### src/sup_pkg.sv
// Shared types and constants for the scanline pixel unpacker.
package sup_pkg;

  // Transaction opcodes on the byte channel
  typedef enum logic [1:0] {
    OP_DATA      = 2'd0,
    OP_PAL_RGB   = 2'd1,
    OP_PAL_ALPHA = 2'd2
  } op_t;

  // Pixel formats; the unused code behaves as palette mode
  typedef enum logic [1:0] {
    FMT_PALETTE = 2'd0,
    FMT_RGB     = 2'd1,
    FMT_RGBA    = 2'd2
  } fmt_t;

  // Configuration register indexes
  typedef enum logic [1:0] {
    CFG_FORMAT = 2'd0,
    CFG_WIDTH  = 2'd1,
    CFG_HEIGHT = 2'd2
  } cfg_idx_t;

  localparam int unsigned DIM_W   = 13;  // width/height register bits
  localparam int unsigned CMP_W   = 18;  // covers any dimension bound plus one
  localparam int unsigned CFG_D_W = 13;  // widest register

  localparam logic [31:0] OPAQUE_BLACK = 32'hFF00_0000;
  localparam logic [7:0]  ALPHA_OPAQUE = 8'hFF;

  // Configuration as seen by the datapath
  typedef struct packed {
    logic [1:0]       fmt;
    logic [DIM_W-1:0] width;
    logic [DIM_W-1:0] height;
  } cfg_t;

  // Palette write command
  typedef struct packed {
    logic        we_rgb;
    logic        we_alpha;
    logic [7:0]  idx;
    logic [23:0] rgb;
    logic [7:0]  alpha;
  } pal_wr_t;

  // Per-transaction outcome of the assembler
  typedef struct packed {
    logic        done;     // a pixel completes with this byte
    logic        use_pal;  // pixel comes from the palette
    logic [31:0] argb;     // assembled pixel for RGB/RGBA
    logic        last;     // final pixel of the image
  } asm_res_t;

endpackage

### src/sup_assemble.sv
// Byte assembler and row/column position tracking.
module sup_assemble
  import sup_pkg::*;
#(
  parameter int unsigned MAX_WIDTH  = 4096,
  parameter int unsigned MAX_HEIGHT = 4096
) (
  input  logic       clk,
  input  logic       rst,
  input  logic       advance,
  input  logic [1:0] op,
  input  logic [7:0] data_byte,
  input  cfg_t       cfg,
  output asm_res_t   res
);

  localparam int unsigned COL_W = (MAX_WIDTH  > 1) ? $clog2(MAX_WIDTH)  : 1;
  localparam int unsigned ROW_W = (MAX_HEIGHT > 1) ? $clog2(MAX_HEIGHT) : 1;

  logic             at_row_start, at_row_start_next;
  logic [1:0]       byte_phase, byte_phase_next;
  logic [23:0]      assembly, assembly_next;
  logic [COL_W-1:0] column_count, column_count_next;
  logic [ROW_W-1:0] row_count, row_count_next;

  logic             is_data;
  logic             is_rgb, is_rgba;
  logic [2:0]       need;
  logic [CMP_W-1:0] w_eff, h_eff;
  logic             row_end, img_end;

  assign is_data = (op == OP_DATA);
  assign is_rgb  = (cfg.fmt == FMT_RGB);
  assign is_rgba = (cfg.fmt == FMT_RGBA);
  assign need    = is_rgb ? 3'd3 : (is_rgba ? 3'd4 : 3'd1);

  // clamp dimensions to [1, MAX]
  always_comb begin
    if (cfg.width == '0) begin
      w_eff = CMP_W'(1);
    end else if (CMP_W'(cfg.width) > CMP_W'(MAX_WIDTH)) begin
      w_eff = CMP_W'(MAX_WIDTH);
    end else begin
      w_eff = CMP_W'(cfg.width);
    end
    if (cfg.height == '0) begin
      h_eff = CMP_W'(1);
    end else if (CMP_W'(cfg.height) > CMP_W'(MAX_HEIGHT)) begin
      h_eff = CMP_W'(MAX_HEIGHT);
    end else begin
      h_eff = CMP_W'(cfg.height);
    end
  end

  assign row_end = (CMP_W'(column_count) + CMP_W'(1)) >= w_eff;
  assign img_end = (CMP_W'(row_count) + CMP_W'(1)) >= h_eff;

  // next state and result
  always_comb begin
    at_row_start_next = at_row_start;
    byte_phase_next   = byte_phase;
    assembly_next     = assembly;
    column_count_next = column_count;
    row_count_next    = row_count;
    res.done    = 1'b0;
    res.use_pal = !is_rgb && !is_rgba;
    res.last    = 1'b0;
    res.argb    = is_rgb ? {ALPHA_OPAQUE, assembly[15:0], data_byte}
                         : {data_byte, assembly};

    if (is_data) begin
      if (at_row_start) begin
        // filter-type byte, dropped
        at_row_start_next = 1'b0;
        byte_phase_next   = 2'd0;
        assembly_next     = '0;
      end else if ((3'(byte_phase) + 3'd1) < need) begin
        assembly_next   = {assembly[15:0], data_byte};
        byte_phase_next = byte_phase + 2'd1;
      end else begin
        res.done        = 1'b1;
        byte_phase_next = 2'd0;
        assembly_next   = '0;
        if (row_end) begin
          column_count_next = '0;
          at_row_start_next = 1'b1;
          if (img_end) begin
            row_count_next = '0;
            res.last       = 1'b1;
          end else begin
            row_count_next = row_count + ROW_W'(1);
          end
        end else begin
          column_count_next = column_count + COL_W'(1);
        end
      end
    end
  end

  always_ff @(posedge clk) begin
    if (rst) begin
      at_row_start <= 1'b1;
      byte_phase   <= 2'd0;
      assembly     <= '0;
      column_count <= '0;
      row_count    <= '0;
    end else if (advance) begin
      at_row_start <= at_row_start_next;
      byte_phase   <= byte_phase_next;
      assembly     <= assembly_next;
      column_count <= column_count_next;
      row_count    <= row_count_next;
    end
  end

endmodule

### config.mk
export PLATFORM = sky130hd
export DESIGN_NAME = sup_assemble
export DESIGN_NICKNAME = d
export VERILOG_FILES = /design/src/sup_pkg.sv /design/src/sup_assemble.sv
export SDC_FILE = /design/constraint.sdc
export NUM_CORES = 1
export LEC_CHECK = 0
export BUFFER_PORTS_ARGS = -buffer_cell sky130_fd_sc_hd__buf_4
export CAP_MARGIN = 5
export CORE_MARGIN = 2
export CORE_UTILIZATION = 41
export DETAILED_ROUTE_END_ITERATION = 8
export SLEW_MARGIN = 20
export SYNTH_ARGS = -nofsm -noshare
export SYNTH_HDL_FRONTEND = slang
export SYNTH_SLANG_ARGS = --single-unit
### constraint.sdc
create_clock -name clk -period 5.5 [get_ports clk]
set_input_delay 0.825 -clock clk [delete_from_list [all_inputs] [get_ports clk]]
set_output_delay 0.825 -clock clk [all_outputs]
set_load 0.005 [all_outputs]
After elaboration in Yosys (flattened, before gate mapping)
Index checks and enable logic that the tools add are counted.
{"block": "totals", "register_bits": 51, "latch_bits": 0, "ram_bits": 0, "romBits": 0, "elab_cells": 53, "mem_count": 0}
{"block": "op_classes", "addsub": 6, "n_mul": 0, "div": 0, "magnitude_cmp": 5, "eq_ne": 2, "n_shift": 0, "muxes": 24, "n_bitwise": 2, "reduce_logical": 9}
{"cell": "2-to-1 mux 13 bit", "count": 4}
{"cell": "2-to-1 mux 24 bit", "count": 2}
{"cell": ">= comparator 13 x 18 -> 1 bit", "count": 2}
{"cell": "2-to-1 mux 32 bit", "count": 1}
{"cell": "adder 12 x 1 -> 13 bit (second input constant)", "count": 2}
{"cell": "> comparator 13 bit (second input constant)", "count": 2}
{"cell": "zero test 13 bit", "count": 2}
{"cell": "adder 12 x 1 -> 12 bit (second input constant)", "count": 2}
{"cell": "2-to-1 mux 12 bit", "count": 2}
{"cell": "2-to-1 mux 1 bit", "count": 11}
{"cell": "2-to-1 mux 3 bit", "count": 2}
{"cell": "AND reduction 5 bit", "count": 1}
{"cell": "2-to-1 mux 2 bit", "count": 2}
{"cell": "AND reduction 4 bit", "count": 1}
{"cell": "adder 2 x 1 -> 3 bit (second input constant)", "count": 1}
{"cell": "less-than comparator 3 bit", "count": 1}
{"cell": "adder 2 x 1 -> 2 bit (second input constant)", "count": 1}
{"cell": "equality test 2 x 1 -> 1 bit (second input constant)", "count": 1}
{"cell": "equality test 2 bit (second input constant)", "count": 1}
{"cell": "zero test 1 bit", "count": 2}
{"cell": "zero test 2 bit", "count": 1}
{"cell": "NOT 1 bit", "count": 2}
{"cell": "AND reduction 2 bit", "count": 1}
{"cell": "logical AND 1 bit", "count": 1}

Longest topological paths before layout
Gate-level depths: netlist (run 1).
{"block": "logic_depth", "depth_word": 9, "ltp_mapped": 13, "mapped_depth_nobuf": 12}

Worst setup path after synthesis (run 1)
OpenSTA, ideal clock, no wires.
{"block": "synth_timing", "path_kind": "input to output", "start": "input port cfg[25] (netlist bit)", "end": "output port res[0] (netlist bit)", "arrival_ns": 2.619, "t_required_ns": 4.675, "setup_slack_ns": 2.056, "cell_stages": 9, "path_buffers": 2, "cell_sequence": "inv_1 clkbuf_1 nand2_1 ha_1 nand3_1 nor3_1 a21oi_4 clkbuf_1 nor3b_1"}
{"element": "from (decl)", "line": "sup_assemble.sv:13", "text": "input cfg_t cfg,"}
{"element": "to (decl)", "line": "sup_assemble.sv:14", "text": "output asm_res_t res"}

==> run summary, run 1 <==
Outcome = finished, final reports clean
Power density over cell area = 160 nW/um^2
CTS max path bufs = 2
Routed len/inst = 14.1 um
Most used DFF post-synth = dfxtp_1
Ys async rst share = 0%
CTS tree = built
Worst vdd ir = 0.0801 mV
Die Wd = 97.0 um
Final setup vio count = 0
Warnings, synthesis = 0
Max Slew Vio Count = 0
Area of the multi-input gates = 2330 um^2
RSZ-0062 raised after global routing = no
Iteration-0 DRC Markers = 153
Unique masters post-synth = 46
Die height = 97.0 um
Core region area = 8300 um^2
ANT nets after route = 0
Worst setup path category = register to output port
Post-DP Area = 4150 um^2
Worst-Skew Late Latency = 0.30 ns
Placement Rows = 33
First-pass GRT wire length = 14100 um
Gpl congestion = 0.833
Antenna Diode Count = 0
Post-synth EDFFs = 0
Post-DP HPWL = 5880 um
CTS Buf Count = 5
Pin count of the biggest net entering global routing = 65
Fin crit period = 4.22 ns
TritonCTS sink count = 51
Root Buffer = clkbuf_8
Drt pass-1 iters = 4
Vias/cell = 5.47
DR vias = 3192
Relative slew margins = 27.4%
Layout area overhead = 19.3%
Hold crit path type = register to register
Port bufs = 75
#FFs+latches synth = 51
Post-cts resize count = 0
Worst EP required = 4.68 ns
Gr ovfl total = 0
Sequential cell area = 1020 um^2
# DRC = 0
Fillcell total = 820
Setup TNS = 0 ns
Synthesized area = 3550 um^2
Vias in the first global route = 3042
Total GRT Usage = 17.4%
Avg Inst Size Synth = 8.45 um^2
Initial antenna violation count = 0
Cells after synthesis = 420
Seq/Total Area, Yosys = 28.8%
H-tree depth = 2
Crit path DAT = 3.39 ns
Share of layout cells above drive strength 1 = 26.9%
Critical path launch point type = register
Clock-pin slew on the worst setup and hold paths = 0.09 ns
Max cap viols = 0
Hold Fails Final Rpt = 0
Final worst clock skew = 0.00733 ns
Total Wirelength = 8210 um
Nature of the critical path endpoint = output port
Design area = 4230 um^2
Io pins = 76
Tcrit/Tclk final = 76.7%
Tightest Pin Transition = 1.09 ns
Final net count = 553
Pleak = 1.74 nW
Max Fanout on Critical Path = 26
Starting Density = 42.7%
Max Fclk = 0.237 GHz
CTS hold repair buffers = 0
Post-Syn Nets = 494
Post-CTS setup buffer count = 0
Die ar. = 9410 um^2
==> path summary, 6_finish.rpt <==
kind | startpoint | endpoint | slack (ns) | depth (start not counted)
min reg2reg | column_count[11] | column_count[11] | 0.49 | 2
max | column_count[0] | res[0] | 1.28 | 12
max reg2reg | column_count[0] | row_count[8] | 2.24 | 11
min | column_count[11] | column_count[11] | 0.49 | 2
==> area by class of cell <==
cell class	instances	share of cell area, %
clock buffer	5	1.63
clock inverter	2	0.325
inverter	22	1.95
multi-input combinational	321	55.0
sequential	51	24.1
tap	105	3.10
timing repair buffer	78	13.8
==> logic make-up after synthesis <==
group,after synthesis,synth area share (%)
AO/OA/AOI/OAI,100,20.0
XOR/XNOR,20,4.94
multiplexers,25,7.90
adder cells (fa/ha/maj),33,11.6
flip-flops,51,28.8
buffers and inverters,48,5.57
AND/OR/NAND/NOR,143,21.1
==> metal layers <==
metal | GRT usage (%) | routed length, um | vias up
li1 | - | - | 1646
met1 | 23.6 | 4020 | 1470
met2 | 28.3 | 3690 | 72
met3 | 3.25 | 427 | 4
met4 | 4.77 | 60 | 0
met5 | 0 | 0 | -
==> stage by stage <==
step / instances / utilization (%) / hold slack (ns) / setup slack (ns) / total power, W
after floorplan: 420 / - / 0.457 / 2.06 / 0.000429
after global placement: 577 / 50.0 / 0.466 / 1.69 / 0.000472
after detailed placement: 577 / 50.0 / 0.476 / 1.66 / 0.000474
after CTS: 584 / 51.0 / 0.488 / 1.30 / 0.000685
after global routing: 584 / 51.0 / 0.529 / 0.939 / 0.000710
final: 584 / 51.0 / 0.487 / 1.28 / 0.000675
==> flip-flops by register name, indices dropped and copies added (netlist names) <==
name          count
assembly         24
at_row_start      1
byte_phase        2
column_count     12
row_count        12
==> placed cells by master, fill, tap and decap left out, types with 2 or more instances in the layout <==
cell      Yosys  final
nor2_1       34     34
nand3_1      13     13
nand2_1      36     36
or2_2         8      8
o21ai_1      10     10
nor3_1        4      4
and3_1        4      4
mux2_2       24     24
nand4_1       9      9
buf_4         0     78
o21ai_0       2      2
o32ai_1      12     12
a21o_1        4      4
ha_1         33     33
xnor2_1      16     16
a21oi_1      27     27
inv_1        22     22
a211oi_1      8      8
nand2b_1      3      3
nor4_1        5      5
or3_1        16     16
clkbuf_8      0      5
dfxtp_1      51     51
a22oi_1      25     25
a31oi_1       3      3
o21a_1        2      2
nand4b_1      2      2
xor2_1        4      4
==> critical path, cell delays in order (launching register included) <==
cell     delay [ns]
dfxtp_1        0.44
ha_1           0.31
nand2_1        0.17
nor3_2         0.22
nand3_1        0.20
xnor2_1        0.18
ha_1           0.27
nand3_1        0.08
nor3_1         0.47
a21oi_4        0.09
buf_4          0.24
nor3b_1        0.27
buf_4          0.15
==> where the power goes <==
part | switching [W] | internal, W
Clock | 0.000123 | 0.0000874
Combinational | 0.0000472 | 0.0000467
Sequential | 0.000000971 | 0.000370
==> synth_stat cells, types with 5 or more instances <==
cell | count | share of area, %
nand3_1 | 13 | 1.8
nor4_1 | 5 | 0.88
o21ai_1 | 10 | 1.4
ha_1 | 33 | 12
dfxtp_1 | 51 | 29
clkbuf_1 | 17 | 1.8
or3_1 | 16 | 2.8
nor2_1 | 34 | 3.6
nand4_1 | 9 | 1.6
a211oi_1 | 8 | 1.7
nand2_1 | 36 | 3.8
xnor2_1 | 16 | 4.0
buf_2 | 8 | 1.1
a22oi_1 | 25 | 5.3
mux2_2 | 24 | 7.6
o32ai_1 | 12 | 3.0
inv_1 | 22 | 2.3
a21oi_1 | 27 | 3.8
or2_2 | 8 | 1.4
(Power assumes the default switching activity.)
==> run 2, diff against run 1 <==
--- a/config.mk
+++ b/config.mk
@@ -10,6 +10,7 @@
 export CORE_MARGIN = 2
 export CORE_UTILIZATION = 41
 export DETAILED_ROUTE_END_ITERATION = 8
+export PLACE_DENSITY = 0.65
 export SLEW_MARGIN = 20
 export SYNTH_ARGS = -nofsm -noshare
 export SYNTH_HDL_FRONTEND = slang
==> constraint.sdc (replaced) <==
create_clock -name clk -period 3.48 [get_ports clk]
set_input_delay 0.522 -clock clk [delete_from_list [all_inputs] [get_ports clk]]
set_output_delay 0.522 -clock clk [all_outputs]
set_load 0.005 [all_outputs]
==> run 2 against run 1 <==
  * Register-to-register slack worse by 1.9 ns
  * Critical path depth decreased by 1
  * Largest power group unchanged
  * Global-route usage increased by 0.57 points
==> run summary, run 2 (synthesis results as in run 1) <==
Critical path launch point type = register
Worst vdd ir = 0.251 mV
CP Depth = 11
Final setup vio count = 0
Placement Rows = 33
CTS tree = built
Crit path DAT = 2.80 ns
Critical R2R Launch = column_count[0]
Outcome = finished, final reports clean
Pin count of the biggest net entering global routing = 65
Commonest cells after routing, fill and taps aside = buf_4 (83), dfxtp_1 (45), nand2_1 (35), nor2_1 (34), ha_1 (32)
# DRC = 0
Final worst clock skew = 0.00911 ns
Max cap viols = 0
Hold Fails Final Rpt = 0
Crit path buffers/inverters = 1
R2R cell count = 12
Antenna Diode Count = 0
Worst setup path category = register to output port
Gpl congestion = 0.819
Fin crit period = 3.33 ns
Max Slew Vio Count = 0
Die ar. = 9410 um^2
Port bufs = 75
ANT nets after route = 0
Vias in the first global route = 3227
Starting Density = 42.7%
CTS max path bufs = 2
Tightest Pin Transition = 0.950 ns
CTS Buf Count = 5
Commonest non-fill, non-tap cell in the layout = buf_4
Design area = 4370 um^2
Die Wd = 97.0 um
Share of layout cells above drive strength 1 = 30.7%
Hold crit path type = input pin to register
Fillcell total = 790
Max Fclk = 0.301 GHz
Regs by FF count = assembly (24), column_count (12), row_count (12)
Crit-path cells = and3_1, nand4_2, or3_4, xnor2_1, ha_1, nand2_1, o21a_1, o21ai_4, a21oi_4, nor3b_1, buf_4
Total GRT Usage = 17.9%
Final net count = 558
Core region area = 8300 um^2
Io pins = 76
Total power = 0.00117 W
Core Util, Final = 52.6%
Nature of the critical path endpoint = output port
Layout area overhead = 23.1%
Root Buffer = clkbuf_8
Top reg by flops = assembly
Dpl ws = 0.329 ns
Reg2reg setup slack = 0.36 ns
Max Fanout on Critical Path = 6
Pleak = 1.81 nW
H-tree depth = 2
Worst-Skew Late Latency = 0.30 ns
TritonCTS sink count = 51
Routed len/inst = 14.4 um
Critical path's largest stage delay = 0.40 ns
Total Wirelength = 8520 um
Worst Setup Slack, final = 0.154 ns
CP max-delay cell = dfxtp_2
Critical path's top delay family = simple AND/OR/NAND/NOR gates
Power density over cell area = 268 nW/um^2
Post-DP Area = 4180 um^2
DR vias = 3294
Worst EP required = 2.96 ns
Crit path from = column_count[0]
R2R Path End = column_count[4]
Clock-pin slew on the worst setup and hold paths = 0.10 ns
Gr ovfl total = 0
Relative slew margins = 36.6%
Initial antenna violation count = 0
Drt pass-1 iters = 4
Vias/cell = 5.58
Post-DP HPWL = 6070 um
Largest register FFs = 24
First-pass GRT wire length = 14700 um
Tcrit/Tclk final = 95.6%
Capture point of the worst path = res[0]
Die height = 97.0 um
Iteration-0 DRC Markers = 97
==> run 2: what timing repair did <==
item                       in CTS  in global routing
setup endpoints to repair       0                  1
buffers inserted                0                  1
hold buffers                    0                  0
gates resized for setup         0                 17
==> run 2: metal layers <==
metal | part of all wire [%] | GRT usage (%) | vias to the layer above
met2 | 48 | 30.1 | 81
li1 | - | - | 1653
met5 | 0 | 0 | -
met3 | 4.8 | 3.83 | 8
met4 | 0.92 | 4.33 | 0
met1 | 46 | 23.5 | 1552
==> run 2: per-stage QoR <==
| step | hold slack, ns | std cells | setup TNS (ns) |
|---|---|---|---|
| after floorplan | 0.457 | 420 | 0 |
| after global placement | 0.474 | 581 | 0 |
| after detailed placement | 0.482 | 581 | 0 |
| after CTS | 0.455 | 589 | 0 |
| after global routing | 0.461 | 590 | -0.0242 |
| final | 0.463 | 590 | 0 |
==> run 2: worst min path at each step <==
stage,from,end,slack [ns],cells after the start
2_1_floorplan,column_count[11],column_count[11],0.46,2
3_3_place_gp,column_count[11],column_count[11],0.47,2
3_5_place_dp,column_count[1],column_count[1],0.48,2
4_1_cts,data_byte[6],assembly[6],0.46,3
5_1_grt,data_byte[6],assembly[6],0.46,3
6_report,data_byte[2],assembly[2],0.46,3
==> run 2: tightest hold or removal path, cell delays in order <==
cell	delay (ns)
buf_4	0.09
a22oi_1	0.05
nor2_1	0.07
==> run 2: cell type report <==
type | count | area [um^2] | area share, %
clock buffers | 6 | 82.6 | 1.89
clock inverters | 2 | 35.0 | 0.802
inverters | 22 | 82.6 | 1.89
multi-input cells | 321 | 2380 | 54.6
flip-flops and latches | 51 | 1030 | 23.6
well taps | 105 | 131 | 3.01
repair buffers | 83 | 623 | 14.3
==> run 2: power breakdown <==
| part | internal, W | switching, W |
|---|---|---|
| registers | 0.000584 | 0.00000173 |
| clock network | 0.000233 | 0.000199 |
| logic | 0.0000759 | 0.0000763 |
| total | 0.000893 | 0.000277 |
==> run 3, diff against run 2 <==
--- a/config.mk
+++ b/config.mk
@@ -10,8 +10,7 @@
 export CORE_MARGIN = 2
 export CORE_UTILIZATION = 41
 export DETAILED_ROUTE_END_ITERATION = 8
-export PLACE_DENSITY = 0.65
-export SLEW_MARGIN = 20
+export PLACE_DENSITY = 0.66
 export SYNTH_ARGS = -nofsm -noshare
 export SYNTH_HDL_FRONTEND = slang
 export SYNTH_SLANG_ARGS = --single-unit
==> run 3 against run 2 <==
  * Cell count did not move
  * Power fell by 5.7%
  * Utilization fell by 0.29 points
  * Highest routed layer unchanged
  * Global-route usage rose by 0.29 points
  * Flip-flop and latch count did not move
  * Setup slack barely moved
  * Critical path depth did not move
==> run summary, run 3 (synthesis results as in run 1) <==
Max cap viols = 0
Crit path buffers/inverters = 1
Hold Fails Final Rpt = 0
CTS hold repair buffers = 0
Power density over cell area = 254 nW/um^2
Share of layout cells above drive strength 1 = 30.7%
Root Buffer = clkbuf_8
Antenna Diode Count = 0
CP max-delay cell = or3_4
Gpl congestion = 0.908
Die ar. = 9410 um^2
Combinational Power Share = 13.9%
ANT nets after route = 0
# DRC = 0
Worst setup path category = register to output port
CTS Buf Count = 5
Sw power = 0.000296 W
Die height = 97.0 um
Iteration-0 DRC Markers = 175
Core region area = 8300 um^2
Hold crit path type = input pin to register
Worst vdd ir = 0.154 mV
Vias in the first global route = 3102
Die Wd = 97.0 um
Critical path's top delay family = simple AND/OR/NAND/NOR gates
Int Pwr = 0.000808 W
Crit path DAT = 2.80 ns
Max Fclk = 0.301 GHz
Placement Rows = 33
Nature of the critical path endpoint = output port
Outcome = finished, final reports clean
Crit-path cells = and3_1, nand4_2, or3_4, xnor2_1, ha_1, nand2_1, o21a_1, o21ai_4, a21oi_4, nor3b_1, buf_4
Commonest cells after routing, fill and taps aside = buf_4 (83), dfxtp_1 (44), nand2_1 (35), nor2_1 (34), ha_1 (32)
Largest register FFs = 24
Reg power frac = 53.1%
Tightest Pin Transition = 0.643 ns
Drt pass-1 iters = 4
Commonest non-fill, non-tap cell in the layout = buf_4
CTS max path bufs = 2
Post-DP HPWL = 6340 um
H-tree depth = 2
Final worst clock skew = 0.0202 ns
Gr ovfl total = 0
Max Fanout on Critical Path = 5
Worst hold margin = 0.450 ns
Io pins = 76
First-pass GRT wire length = 14600 um
Port bufs = 75
Final net count = 558
Switching Share = 26.8%
Fillcell total = 777
DR vias = 3328
Clock-pin slew on the worst setup and hold paths = 0.11 ns
Routed len/inst = 14.9 um
Total Wirelength = 8820 um
Worst Setup Slack, final = 0.154 ns
Power share of the clock group = 33.0%
Max Slew Vio Count = 0
Vias/cell = 5.64
Starting Density = 42.7%
TritonCTS sink count = 51
Critical path's largest stage delay = 0.39 ns
Post-CTS setup buffer count = 0
Layout area overhead = 22.4%
Relative slew margins = 57.1%
CTS tree = built
Top reg by flops = assembly
Pin count of the biggest net entering global routing = 65
Critical path launch point type = register
Pleak = 1.79 nW
Final setup vio count = 0
Fin crit period = 3.33 ns
Regs by FF count = assembly (24), column_count (12), row_count (12)
Worst EP required = 2.96 ns
Total GRT Usage = 18.2%
Initial antenna violation count = 0
Worst-Skew Late Latency = 0.32 ns
Tcrit/Tclk final = 95.6%
Dpl ws = 0.315 ns
-- run 3: changes by cell type in the layout (fill, tap and decap cells not counted) --
cell,previous run,this run
dfxtp_4,0,1
o31ai_2,1,0
o31ai_1,0,1
clkbuf_8,6,5
dfxtp_1,45,44
inv_6,0,2
bufinv_16,1,0
clkinv_2,1,0
clkinv_4,0,1
-- run 3: per-stage QoR --
step / setup TNS [ns] / power, W / util [%] / cells / cell area, um^2
detailed placement: 0 / 0.000753 / 50.4 / 582 / 4190
global route: -0.0144 / 0.00116 / 52.3 / 590 / 4340
finish: 0 / 0.00110 / 52.3 / 590 / 4340
CTS: 0 / 0.00112 / 51.6 / 590 / 4290
floorplan: 0 / 0.000678 / - / 420 / 3550
global placement: 0 / 0.000750 / 50.4 / 582 / 4190
-- run 3: area by class of cell --
type                            count  area (um^2)  area share, %
Sequential cell                    51         1030           23.8
Clock buffer                        5         68.8           1.58
Multi-Input combinational cell    321         2380           54.8
Clock inverter                      3         26.3          0.605
Timing Repair Buffer               83          623           14.3
Inverter                           22         82.6           1.90
Tap cell                          105          131           3.03
-- run 3: what timing repair did --
item                                    CTS  global route
endpoints found under the setup margin    1             1
pin swaps                                 0             1
resized for setup                         1            17
-- run 3: per-layer routing --
metal  GRT usage [%]  wire length, um  vias up
met5               0                0        -
met4            4.98              152        0
met3            3.54              528       12
met2            28.7             4050      102
met1            25.4             4090     1554
li1                -                -     1660
-- run 3: worst paths after layout --
path         slack [ns]               end  depth (start not counted)              from
max                0.15            res[0]                         11   column_count[4]
min reg2reg        0.50  column_count[11]                          2  column_count[11]
min                0.45       assembly[0]                          3      data_byte[0]
max reg2reg        0.36   column_count[4]                         12   column_count[4]
-- run 3: power groups by stage --
stage	clock, W	combinational, W	sequential (W)
after CTS	0.000376	0.000154	0.000586
after floorplan	0	0.0000786	0.000599
after global placement	0	0.000150	0.000600
after detailed placement	0	0.000153	0.000600
final	0.000364	0.000153	0.000586
after global routing	0.000398	0.000171	0.000586
-- run 3: worst register-to-register path, stage by stage (launching register included) --
cell	delay, ns
dfxtp_2	0.38
and3_1	0.22
nand4_2	0.20
nor2_1	0.20
xor2_1	0.22
ha_1	0.28
a21o_1	0.18
a21oi_1	0.27
o21ai_4	0.12
a21oi_4	0.14
buf_4	0.31
nand2_1	0.30
o32ai_1	0.20
